File: src/mnrg_pkg.sv
`timescale 1ns / 1ps
// ----------------------------------------------------------------------------
// mnrg_pkg
// Shared constants, codes and types of the MIDI note roll generator.
// ----------------------------------------------------------------------------
package mnrg_pkg;

  localparam int NOTES      = 32;
  localparam int PHASE_BITS = 20;
  localparam int NOTE_IDX_W = (NOTES > 1) ? $clog2(NOTES) : 1;
  localparam int CFG_W      = 20;
  localparam int CMP_W      = (PHASE_BITS > CFG_W) ? PHASE_BITS : CFG_W;

  localparam int NOTE_W  = 7;
  localparam int CHAN_W  = 4;
  localparam int VEL_W   = 7;
  localparam int MSG_W   = 24;
  localparam int IN_TDATA_W  = 48;
  localparam int OUT_TDATA_W = 48;

  // results of one item beyond this count are dropped
  localparam int MAX_RESULTS = 64;
  localparam int EV_CNT_W    = $clog2(MAX_RESULTS + 1);

  localparam logic [CFG_W-1:0] INTERVAL_RESET = CFG_W'(2756);
  localparam logic [CFG_W-1:0] GATE_RESET     = CFG_W'(1654);
  localparam logic [VEL_W-1:0] VEL_RESET      = VEL_W'(80);

  typedef enum logic [2:0] {
    CMD_NOTE_ON  = 3'd0,
    CMD_NOTE_OFF = 3'd1,
    CMD_TICK     = 3'd2,
    CMD_STROKE   = 3'd3,
    CMD_OTHER    = 3'd4
  } cmd_t;

  typedef enum logic [1:0] {
    STROKE_SINGLE = 2'd0,
    STROKE_DOUBLE = 2'd1,
    STROKE_ROLL   = 2'd2
  } stroke_t;

  typedef enum logic [1:0] {
    KIND_ON   = 2'd0,
    KIND_OFF  = 2'd1,
    KIND_PASS = 2'd2
  } kind_t;

  typedef enum logic [1:0] {
    CFG_INTERVAL = 2'd0,
    CFG_GATE     = 2'd1,
    CFG_ROLL_ALL = 2'd2
  } cfg_idx_t;

  // event sources
  typedef enum logic [2:0] {
    EV_IN_ON,
    EV_IN_OFF,
    EV_RAW,
    EV_NOTE_ON,
    EV_NOTE_OFF,
    EV_NOTE_OFF0
  } ev_sel_t;

  typedef enum logic [2:0] {
    ST_IDLE,
    ST_DECODE,
    ST_TRIG,
    ST_GATE,
    ST_WRAP,
    ST_FLUSH
  } state_t;

  typedef struct packed {
    kind_t              kind;
    logic [NOTE_W-1:0]  note;
    logic [CHAN_W-1:0]  chan;
    logic [VEL_W-1:0]   vel;
    logic [MSG_W-1:0]   msg;
  } ev_t;

  typedef struct packed {
    logic    load_item;
    logic    note_on_wr;
    logic    note_off_wr;
    logic    stroke_wr;
    logic    idx_clr;
    logic    idx_inc;
    logic    next_load;
    logic    set_trig;
    logic    clear_note;
    logic    phase_wrap;
    logic    phase_step;
    logic    emit;
    ev_sel_t ev_sel;
    logic    flush;
  } ctrl_cmd_t;

  typedef struct packed {
    cmd_t cmd;
    logic in_range;
    logic stroke_ok;
    logic playing;
    logic roll;
    logic trig;
    logic stop;
    logic gate_hit;
    logic wrap;
    logic emit_ok;
    logic flush_ok;
    logic last_note;
  } dp_status_t;

endpackage

File: src/mnrg_ctrl.sv
`timescale 1ns / 1ps
// ----------------------------------------------------------------------------
// mnrg_ctrl
// Sequencer: decodes each item and walks the note table on a frame tick.
// ----------------------------------------------------------------------------
module mnrg_ctrl (
  input  logic                   clk,
  input  logic                   rst_n,
  input  logic                   in_tvalid,
  output logic                   in_tready,
  input  mnrg_pkg::dp_status_t   status,
  output mnrg_pkg::ctrl_cmd_t    cmd
);
  import mnrg_pkg::*;

  state_t state_r, state_nxt;

  always_ff @(posedge clk) begin
    if (!rst_n) begin
      state_r <= ST_IDLE;
    end else begin
      state_r <= state_nxt;
    end
  end

  always_comb begin
    logic adv;
    adv       = 1'b0;
    state_nxt = state_r;
    cmd       = '0;
    cmd.ev_sel = EV_RAW;
    in_tready = 1'b0;

    unique case (state_r)
      ST_IDLE: begin
        in_tready = 1'b1;
        if (in_tvalid) begin
          cmd.load_item = 1'b1;
          state_nxt     = ST_DECODE;
        end
      end

      ST_DECODE: begin
        // the event holder is empty here, so an emit never waits
        unique case (status.cmd)
          CMD_NOTE_ON: begin
            if (status.in_range) begin
              cmd.note_on_wr = 1'b1;
            end else begin
              cmd.emit   = 1'b1;
              cmd.ev_sel = EV_IN_ON;
            end
            state_nxt = ST_FLUSH;
          end
          CMD_NOTE_OFF: begin
            if (status.in_range) begin
              cmd.note_off_wr = 1'b1;
            end else begin
              cmd.emit   = 1'b1;
              cmd.ev_sel = EV_IN_OFF;
            end
            state_nxt = ST_FLUSH;
          end
          CMD_TICK: begin
            cmd.idx_clr = 1'b1;
            state_nxt   = ST_TRIG;
          end
          CMD_STROKE: begin
            cmd.stroke_wr = status.in_range && status.stroke_ok;
            state_nxt     = ST_FLUSH;
          end
          CMD_OTHER: begin
            cmd.emit   = 1'b1;
            cmd.ev_sel = EV_RAW;
            state_nxt  = ST_FLUSH;
          end
          default: begin
            state_nxt = ST_FLUSH;
          end
        endcase
      end

      ST_TRIG: begin
        cmd.next_load = 1'b1;
        if (!status.playing) begin
          adv = 1'b1;
        end else if (status.roll) begin
          if (!status.trig) begin
            if (status.emit_ok) begin
              cmd.emit     = 1'b1;
              cmd.ev_sel   = EV_NOTE_ON;
              cmd.set_trig = 1'b1;
              state_nxt    = ST_GATE;
            end
          end else begin
            state_nxt = ST_GATE;
          end
        end else if (!status.trig) begin
          if (status.emit_ok) begin
            cmd.emit     = 1'b1;
            cmd.ev_sel   = EV_NOTE_ON;
            cmd.set_trig = 1'b1;
            adv          = 1'b1;
          end
        end else if (status.stop) begin
          if (status.emit_ok) begin
            cmd.emit       = 1'b1;
            cmd.ev_sel     = EV_NOTE_OFF0;
            cmd.clear_note = 1'b1;
            adv            = 1'b1;
          end
        end else begin
          adv = 1'b1;
        end
      end

      ST_GATE: begin
        if (!status.gate_hit) begin
          state_nxt = ST_WRAP;
        end else if (status.emit_ok) begin
          cmd.emit   = 1'b1;
          cmd.ev_sel = EV_NOTE_OFF;
          state_nxt  = ST_WRAP;
        end
      end

      ST_WRAP: begin
        if (!status.wrap) begin
          cmd.phase_step = 1'b1;
          adv            = 1'b1;
        end else if (status.stop) begin
          cmd.clear_note = 1'b1;
          adv            = 1'b1;
        end else if (status.emit_ok) begin
          cmd.phase_wrap = 1'b1;
          cmd.emit       = 1'b1;
          cmd.ev_sel     = EV_NOTE_ON;
          adv            = 1'b1;
        end
      end

      ST_FLUSH: begin
        if (status.flush_ok) begin
          cmd.flush = 1'b1;
          state_nxt = ST_IDLE;
        end
      end

      default: begin
        state_nxt = ST_IDLE;
      end
    endcase

    if (adv) begin
      if (status.last_note) begin
        state_nxt = ST_FLUSH;
      end else begin
        cmd.idx_inc = 1'b1;
        state_nxt   = ST_TRIG;
      end
    end
  end

endmodule

File: src/mnrg_dp.sv
`timescale 1ns / 1ps
// ----------------------------------------------------------------------------
// mnrg_dp
// Datapath: note table, config registers, item latch, event holder, output.
// ----------------------------------------------------------------------------
module mnrg_dp (
  input  logic                                  clk,
  input  logic                                  rst_n,
  input  logic [2:0]                            in_command,
  input  logic [mnrg_pkg::NOTE_W-1:0]           in_note,
  input  logic [mnrg_pkg::CHAN_W-1:0]           in_channel,
  input  logic [mnrg_pkg::VEL_W-1:0]            in_velocity,
  input  logic [1:0]                            in_stroke,
  input  logic [mnrg_pkg::MSG_W-1:0]            in_raw_message,
  input  logic                                  cfg_valid,
  input  logic [1:0]                            cfg_index,
  input  logic [mnrg_pkg::CFG_W-1:0]            cfg_data,
  input  logic                                  out_ready,
  input  mnrg_pkg::ctrl_cmd_t                   cmd,
  output mnrg_pkg::dp_status_t                  status,
  output logic                                  out_valid,
  output mnrg_pkg::ev_t                         out_ev,
  output logic                                  out_last
);
  import mnrg_pkg::*;

  // config
  logic [CFG_W-1:0] interval_r;
  logic [CFG_W-1:0] gate_r;
  logic             roll_all_r;

  // current item
  logic [2:0]        item_cmd_r;
  logic [NOTE_W-1:0] item_note_r;
  logic [CHAN_W-1:0] item_chan_r;
  logic [VEL_W-1:0]  item_vel_r;
  logic [1:0]        item_stroke_r;
  logic [MSG_W-1:0]  item_msg_r;

  // note table
  logic [NOTES-1:0]      playing_r;
  logic [NOTES-1:0]      stop_r;
  logic [NOTES-1:0]      trig_r;
  logic [PHASE_BITS-1:0] phase_r [NOTES];
  logic [VEL_W-1:0]      vel_r   [NOTES];
  logic [CHAN_W-1:0]     chan_r  [NOTES];
  stroke_t               mode_r  [NOTES];

  logic [NOTE_IDX_W-1:0] idx_r;
  logic [PHASE_BITS-1:0] next_r;

  ev_t  pend_r;
  logic pend_valid_r;
  ev_t  out_ev_r;
  logic out_valid_r;
  logic out_last_r;
  logic [EV_CNT_W-1:0] ev_cnt_r;

  logic [NOTE_IDX_W-1:0] item_idx;
  logic                  out_free;
  logic                  emit_en;
  logic                  move;
  cmd_t                  cmd_eff;
  ev_t                   ev;

  assign item_idx = item_note_r[NOTE_IDX_W-1:0];
  assign out_free = !out_valid_r || out_ready;
  // events past the per-item cap are dropped, the note state still advances
  assign emit_en  = cmd.emit && (ev_cnt_r < EV_CNT_W'(MAX_RESULTS));
  assign move     = (emit_en || cmd.flush) && pend_valid_r;

  // a zero-velocity note-on acts as a note-off
  always_comb begin
    cmd_eff = cmd_t'(item_cmd_r);
    if (cmd_t'(item_cmd_r) == CMD_NOTE_ON && item_vel_r == '0) begin
      cmd_eff = CMD_NOTE_OFF;
    end
  end

  always_comb begin
    status.cmd       = cmd_eff;
    status.in_range  = (item_note_r < NOTE_W'(NOTES));
    status.stroke_ok = (item_stroke_r != 2'd3);
    status.playing   = playing_r[idx_r];
    status.roll      = roll_all_r || (mode_r[idx_r] == STROKE_ROLL);
    status.trig      = trig_r[idx_r];
    status.stop      = stop_r[idx_r];
    status.gate_hit  = (CMP_W'(next_r) == CMP_W'(gate_r));
    status.wrap      = (CMP_W'(next_r) >= CMP_W'(interval_r));
    status.emit_ok   = !pend_valid_r || out_free;
    status.flush_ok  = !pend_valid_r || out_free;
    status.last_note = (idx_r == NOTE_IDX_W'(NOTES - 1));
  end

  always_comb begin
    ev = '0;
    case (cmd.ev_sel)
      EV_IN_ON, EV_IN_OFF: begin
        ev.kind = (cmd.ev_sel == EV_IN_ON) ? KIND_ON : KIND_OFF;
        ev.note = item_note_r;
        ev.chan = item_chan_r;
        ev.vel  = item_vel_r;
      end
      EV_RAW: begin
        ev.kind = KIND_PASS;
        ev.msg  = item_msg_r;
      end
      EV_NOTE_ON, EV_NOTE_OFF, EV_NOTE_OFF0: begin
        ev.kind = (cmd.ev_sel == EV_NOTE_ON) ? KIND_ON : KIND_OFF;
        ev.note = NOTE_W'(idx_r);
        ev.chan = chan_r[idx_r];
        ev.vel  = (cmd.ev_sel == EV_NOTE_OFF0) ? '0 : vel_r[idx_r];
      end
      default: begin
        ev = '0;
      end
    endcase
  end

  always_ff @(posedge clk) begin
    if (!rst_n) begin
      interval_r <= INTERVAL_RESET;
      gate_r     <= GATE_RESET;
      roll_all_r <= 1'b0;
    end else if (cfg_valid) begin
      unique case (cfg_idx_t'(cfg_index))
        CFG_INTERVAL: interval_r <= cfg_data;
        CFG_GATE:     gate_r     <= cfg_data;
        CFG_ROLL_ALL: roll_all_r <= cfg_data[0];
        default: ;
      endcase
    end
  end

  always_ff @(posedge clk) begin
    if (cmd.load_item) begin
      item_cmd_r    <= in_command;
      item_note_r   <= in_note;
      item_chan_r   <= in_channel;
      item_vel_r    <= in_velocity;
      item_stroke_r <= in_stroke;
      item_msg_r    <= in_raw_message;
    end
    if (cmd.next_load) begin
      next_r <= phase_r[idx_r] + PHASE_BITS'(1);
    end
  end

  always_ff @(posedge clk) begin
    if (!rst_n) begin
      idx_r <= '0;
    end else if (cmd.idx_clr) begin
      idx_r <= '0;
    end else if (cmd.idx_inc) begin
      idx_r <= idx_r + NOTE_IDX_W'(1);
    end
  end

  always_ff @(posedge clk) begin
    if (!rst_n) begin
      ev_cnt_r <= '0;
    end else if (cmd.load_item) begin
      ev_cnt_r <= '0;
    end else if (emit_en) begin
      ev_cnt_r <= ev_cnt_r + EV_CNT_W'(1);
    end
  end

  always_ff @(posedge clk) begin
    if (!rst_n) begin
      playing_r <= '0;
      stop_r    <= '0;
      trig_r    <= '0;
      for (int i = 0; i < NOTES; i++) begin
        phase_r[i] <= '0;
        vel_r[i]   <= VEL_RESET;
        chan_r[i]  <= '0;
        mode_r[i]  <= STROKE_ROLL;
      end
    end else begin
      if (cmd.note_on_wr) begin
        vel_r[item_idx]     <= item_vel_r;
        chan_r[item_idx]    <= item_chan_r;
        playing_r[item_idx] <= 1'b1;
        stop_r[item_idx]    <= 1'b0;
        phase_r[item_idx]   <= '0;
      end
      if (cmd.note_off_wr) begin
        chan_r[item_idx] <= item_chan_r;
        stop_r[item_idx] <= 1'b1;
      end
      if (cmd.stroke_wr) begin
        mode_r[item_idx] <= stroke_t'(item_stroke_r);
      end
      if (cmd.set_trig) begin
        trig_r[idx_r] <= 1'b1;
      end
      if (cmd.clear_note) begin
        trig_r[idx_r]    <= 1'b0;
        playing_r[idx_r] <= 1'b0;
        stop_r[idx_r]    <= 1'b0;
      end
      if (cmd.phase_step) begin
        phase_r[idx_r] <= next_r;
      end
      if (cmd.phase_wrap) begin
        phase_r[idx_r] <= PHASE_BITS'(CMP_W'(next_r) - CMP_W'(interval_r));
      end
    end
  end

  // One event is held back so the final one of an item can carry last.
  always_ff @(posedge clk) begin
    if (!rst_n) begin
      pend_valid_r <= 1'b0;
      out_valid_r  <= 1'b0;
    end else begin
      if (emit_en) begin
        pend_valid_r <= 1'b1;
      end else if (cmd.flush) begin
        pend_valid_r <= 1'b0;
      end
      if (move) begin
        out_valid_r <= 1'b1;
      end else if (out_ready) begin
        out_valid_r <= 1'b0;
      end
    end
  end

  always_ff @(posedge clk) begin
    if (emit_en) begin
      pend_r <= ev;
    end
    if (move) begin
      out_ev_r   <= pend_r;
      out_last_r <= cmd.flush;
    end
  end

  assign out_valid = out_valid_r;
  assign out_ev    = out_ev_r;
  assign out_last  = out_last_r;

endmodule

File: src/midi_note_roll_generator.sv
`timescale 1ns / 1ps
// ----------------------------------------------------------------------------
// midi_note_roll_generator
// Per-note repeat engine: single-stroke and roll notes driven by frame ticks.
// ----------------------------------------------------------------------------
// Items are taken one at a time. Note-on, note-off, set-stroke and pass-through
// items pass through a decode and a flush state. A frame tick walks the 32-entry
// note table one entry at a time in a single sequencer; an idle or non-roll note
// takes only the trigger step and a playing roll note the trigger, gate and wrap
// steps, and the result side can hold off any step that emits or flushes. Results
// of one item leave in order with tlast on the final one; an item that makes no
// result makes no transfer. Configuration writes are accepted every cycle.
module midi_note_roll_generator (
  input  logic                                 clk,
  input  logic                                 rst_n,
  input  logic                                 in_tvalid,
  output logic                                 in_tready,
  // note[6:0], channel[10:7], velocity[17:11], stroke[19:18],
  // raw_message[43:20], zero pad[47:44]
  input  logic [mnrg_pkg::IN_TDATA_W-1:0]      in_tdata,
  // command[2:0]
  input  logic [2:0]                           in_tuser,
  output logic                                 out_tvalid,
  input  logic                                 out_tready,
  // out_note[6:0], out_channel[10:7], out_velocity[17:11],
  // out_message[41:18], zero pad[47:42]
  output logic [mnrg_pkg::OUT_TDATA_W-1:0]     out_tdata,
  // kind[1:0]
  output logic [1:0]                           out_tuser,
  output logic                                 out_tlast,
  input  logic                                 cfg_valid,
  output logic                                 cfg_ready,
  input  logic [1:0]                           cfg_index,
  input  logic [mnrg_pkg::CFG_W-1:0]           cfg_data
);
  import mnrg_pkg::*;

  ctrl_cmd_t  cmd;
  dp_status_t status;
  ev_t        out_ev;

  assign cfg_ready = 1'b1;

  mnrg_ctrl u_ctrl (
    .clk       (clk),
    .rst_n     (rst_n),
    .in_tvalid (in_tvalid),
    .in_tready (in_tready),
    .status    (status),
    .cmd       (cmd)
  );

  mnrg_dp u_dp (
    .clk            (clk),
    .rst_n          (rst_n),
    .in_command     (in_tuser),
    .in_note        (in_tdata[6:0]),
    .in_channel     (in_tdata[10:7]),
    .in_velocity    (in_tdata[17:11]),
    .in_stroke      (in_tdata[19:18]),
    .in_raw_message (in_tdata[43:20]),
    .cfg_valid      (cfg_valid),
    .cfg_index      (cfg_index),
    .cfg_data       (cfg_data),
    .out_ready      (out_tready),
    .cmd            (cmd),
    .status         (status),
    .out_valid      (out_tvalid),
    .out_ev         (out_ev),
    .out_last       (out_tlast)
  );

  assign out_tdata = {6'd0, out_ev.msg, out_ev.vel, out_ev.chan, out_ev.note};
  assign out_tuser = out_ev.kind;

endmodule

File: config.mk
export PLATFORM = sky130hd
export DESIGN_NAME = midi_note_roll_generator
export DESIGN_NICKNAME = d
export VERILOG_FILES = /design/src/mnrg_pkg.sv /design/src/mnrg_ctrl.sv /design/src/mnrg_dp.sv /design/src/midi_note_roll_generator.sv
export SDC_FILE = /design/constraint.sdc
export NUM_CORES = 2
export LEC_CHECK = 0
export BUFFER_PORTS_ARGS = -buffer_cell sky130_fd_sc_hd__buf_2
export CAP_MARGIN = 20
export CORE_ASPECT_RATIO = 0.75
export CORE_MARGIN = 3
export CORE_UTILIZATION = 60
export CTS_BUF_LIST = sky130_fd_sc_hd__clkbuf_2 sky130_fd_sc_hd__clkbuf_4 sky130_fd_sc_hd__clkbuf_8
export CTS_CLUSTER_SIZE = 16
export DETAILED_ROUTE_END_ITERATION = 16
export PLACE_DENSITY = 0.79
export SYNTH_ARGS = -nofsm -noshare
export SYNTH_HDL_FRONTEND = slang
export SYNTH_SLANG_ARGS = --single-unit
export TNS_END_PERCENT = 5
File: constraint.sdc
create_clock -name clk -period 6.85 [get_ports clk]
set_input_delay 1.37 -clock clk [delete_from_list [all_inputs] [get_ports clk]]
set_output_delay 1.37 -clock clk [all_outputs]
set_load 0.005 [all_outputs]
==> impl_metrics.tcl <==
set metrics [dict create \
    drtPass1Iterations 6 \
    via_per_inst 6.71 \
    die_h_um 285 \
    syn_area_per_cell_um2 13.0 \
    drc 0 \
    insertion_delay_ns 0.92 \
    path_max_fanout 42 \
    worstPathArrival_ns 6.27 \
    cp_slowest_stage_delay_ns 1.11 \
    io_buffers 120 \
    slew_viol_final 0 \
    grt_antenna_before_repair 10 \
    routed_wl_um 182000 \
    dieArea_um2 108000 \
    netlist_area_um2 62100 \
    vdd_drop_max_v 0.000169 \
    powerDensity_nw_per_um2 289 \
    yosysSeqAreaShare_pct 63.7 \
    hold_violations 0 \
    hold_ws_ns 0.412 \
    crit_top_cell "buf_4" \
    start_kind "register" \
    grt.overflow.total 0 \
    synth-seq-cells 1371 \
    fin_crit_ns 5.69 \
    p_leak_nw 22.9 \
    wire_per_inst_um 28.3 \
    gp_congestion 0.990 \
    synthCells 4796 \
    crit_family "simple AND/OR/NAND/NOR gates" \
    grt_pass1_vias 41500 \
    final_util_pct 66.9 \
    clockBufferDepth 3 \
    crit_required_ns 7.43 \
    htree_levels 4 \
    fin_nets 5022 \
    worst_pin_slew_ns 1.20 \
    crit_buf_inv 4 \
    vias 43100 \
    layout_common_cells "edfxtp_1 (1212), nor2_1 (890), nand2_1 (341), mux4_2 (244), clkbuf_8 (216)" \
    synthArstFlopShare_pct 0 \
    maxSlewHeadroom_pct 19.9 \
    drv_cap 0 \
    syn_to_final_growth_pct 9.75 \
    dp_hpwl_um 122000 \
    die_w_um 378 \
    drt-initial-drc-count 7392 \
    rsz0062_at_grt "no" \
    cts.clk_slew.worst_paths_ns 0.07 \
    final_common_cell "edfxtp_1" \
    clock_skew_ns 0.0521 \
    synthFlopType "edfxtp_1" \
    final.period_utilization_pct 83.1 \
    fmax_mhz 176 \
    tns_ns 0 \
    tritoncts "done" \
    core_area_um2 102000 \
    setup_viol 0 \
    cp_slowest_cell "dfxtp_1" \
    post_cts_resized 0 \
    cts.sinks 1371 \
    synth.distinct_cells 94 \
    root_buffer "clkbuf_8" \
    postCtsSetupBuffers 0 \
    grt_max_degree 89 \
    initial_core_util_pct 60.9 \
    cp_cell_sequence "or3_1 -> o22ai_1 -> nor4_1 -> and3_1 -> o311a_1 -> buf_4 -> nand3_1 -> buf_4 -> a21boi_1 -> buf_4 -> nand2_1 -> buf_4" \
    ioPinCount 132 \
    synth-edff-count 1212 \
    rows 101 \
    finalPower_mw 19.7 \
    outcome "completed" \
    cts_hold_buf 0 \
    critPathKind "reg -> reg" \
    drive_above_1_share_pct 18.8 \
    ys_warn_count 0 \
    track_usage_pct 33.7 \
    grt_pass1_wl_um 266000 \
    hold_path_class "reg -> reg" \
    worstSetupEndpointType "register" \
    numCtsBuffers 200 \
    ant_nets 0 \
]
==> through the flow <==
step / area (µm²) / setup WS, ns / cells
detailed placement: 64000 / 1.44 / 6035
global route: 68200 / 1.13 / 6419
CTS: 68000 / 1.57 / 6399
global placement: 64000 / 1.57 / 6030
finish: 68200 / 1.16 / 6419
floorplan: 62200 / 1.94 / 4801
==> state kept, by name, indices dropped and copies added (netlist names), 24 cells and up, named ones only <==
register,cells
u_dp.chan_r,128
u_dp.item_msg_r,24
u_dp.pend_r,44
u_dp.mode_r,64
u_dp.playing_r,32
u_dp.stop_r,32
u_dp.trig_r,32
u_dp.vel_r,224
u_dp.phase_r,640
u_dp.out_ev,44
==> Yosys cell counts (7+ instances only) <==
cell      number  area share [%]
nand4_1       19            0.19
nor2b_1       44            0.44
xnor2_1       29            0.41
nand3_1       82            0.66
buf_2         94            0.76
or3_1         71            0.71
a22oi_1       66            0.80
and2_1       129             1.3
buf_4         31            0.37
nor3b_1        7           0.085
edfxtp_1    1212              59
xor2_1        19            0.27
clkbuf_1     220             1.3
a21oi_1      153             1.2
mux2_2        11            0.20
a221oi_1       8            0.11
buf_1         28            0.17
nand2b_1      33            0.33
a211oi_1      17            0.21
nand2_1      341             2.1
ha_1          27            0.54
mux4_2       244             8.8
o22ai_1       27            0.27
o21ai_1        9           0.072
o31ai_1       36            0.43
o21a_1         9            0.11
dfxtp_1      159             5.1
nor4_1        21            0.21
o21ai_0      116            0.93
a31oi_1       13            0.13
nand3b_1       9            0.11
inv_1         55            0.33
buf_6         10            0.18
nor2_1       894             5.4
nor3_1        96            0.77
a21boi_2       9            0.16
o211ai_1       9            0.11
and3_1       161             1.6
mux2i_1      152             2.4
==> logic make-up after synthesis <==
| logic type | count (synthesis) | share of synthesized area (%) |
|---|---|---|
| simple gates | 1939 | 14.4 |
| flops | 1371 | 63.7 |
| compound gates | 555 | 5.90 |
| buf+inv | 445 | 3.27 |
| mux | 408 | 11.5 |
| xor+xnor | 48 | 0.677 |
| fa+ha+maj | 28 | 0.576 |
| other cells | 2 | 0.0121 |
==> layer usage <==
| metal | wire length, µm | share of wire [%] | vias to the layer above | global-route usage, % |
|---|---|---|---|---|
| met5 | 157 | 0.086 | - | 0.539 |
| met2 | 76200 | 42 | 3493 | 46.3 |
| met4 | 6030 | 3.3 | 12 | 10.9 |
| li1 | - | - | 18000 | - |
| met3 | 31400 | 17 | 474 | 13.8 |
| met1 | 67800 | 37 | 21100 | 49.0 |
==> final cells by class <==
type                    instances  area [µm²]
inverters                      58         218
repair buffers                300        2010
clock inverters                74         487
multi-input cells            2985       20700
diodes                          2        5.00
flip-flops and latches       1371       39600
well taps                    1339        1680
fillers                      7015       33800
clock buffers                 290        3530
==> final timing paths <==
path | from | end | slack [ns] | cells after the start
min | u_dp.pend_r[19]$_SDFFCE_PN0P_ | u_dp.out_ev[19]$_DFFE_PP_ | 0.41 | 0
min reg2reg | u_dp.pend_r[19]$_SDFFCE_PN0P_ | u_dp.out_ev[19]$_DFFE_PP_ | 0.41 | 0
max reg2reg | u_dp.idx_r[3]$_SDFFE_PP0P_ | u_dp.phase_r[8][6]$_SDFFCE_PN0P_ | 1.16 | 12
max | u_dp.idx_r[3]$_SDFFE_PP0P_ | u_dp.phase_r[8][6]$_SDFFCE_PN0P_ | 1.16 | 12
==> where the power goes <==
| part | leakage [nW] | switching [mW] | total (mW) | internal, mW |
|---|---|---|---|---|
| combinational | 7.44 | 2.14 | 3.18 | 1.04 |
| clock | 2.15 | 3.21 | 6.67 | 3.46 |
| sequential | 13.3 | 0.294 | 9.88 | 9.59 |
Power figures use the tool's default switching activity.
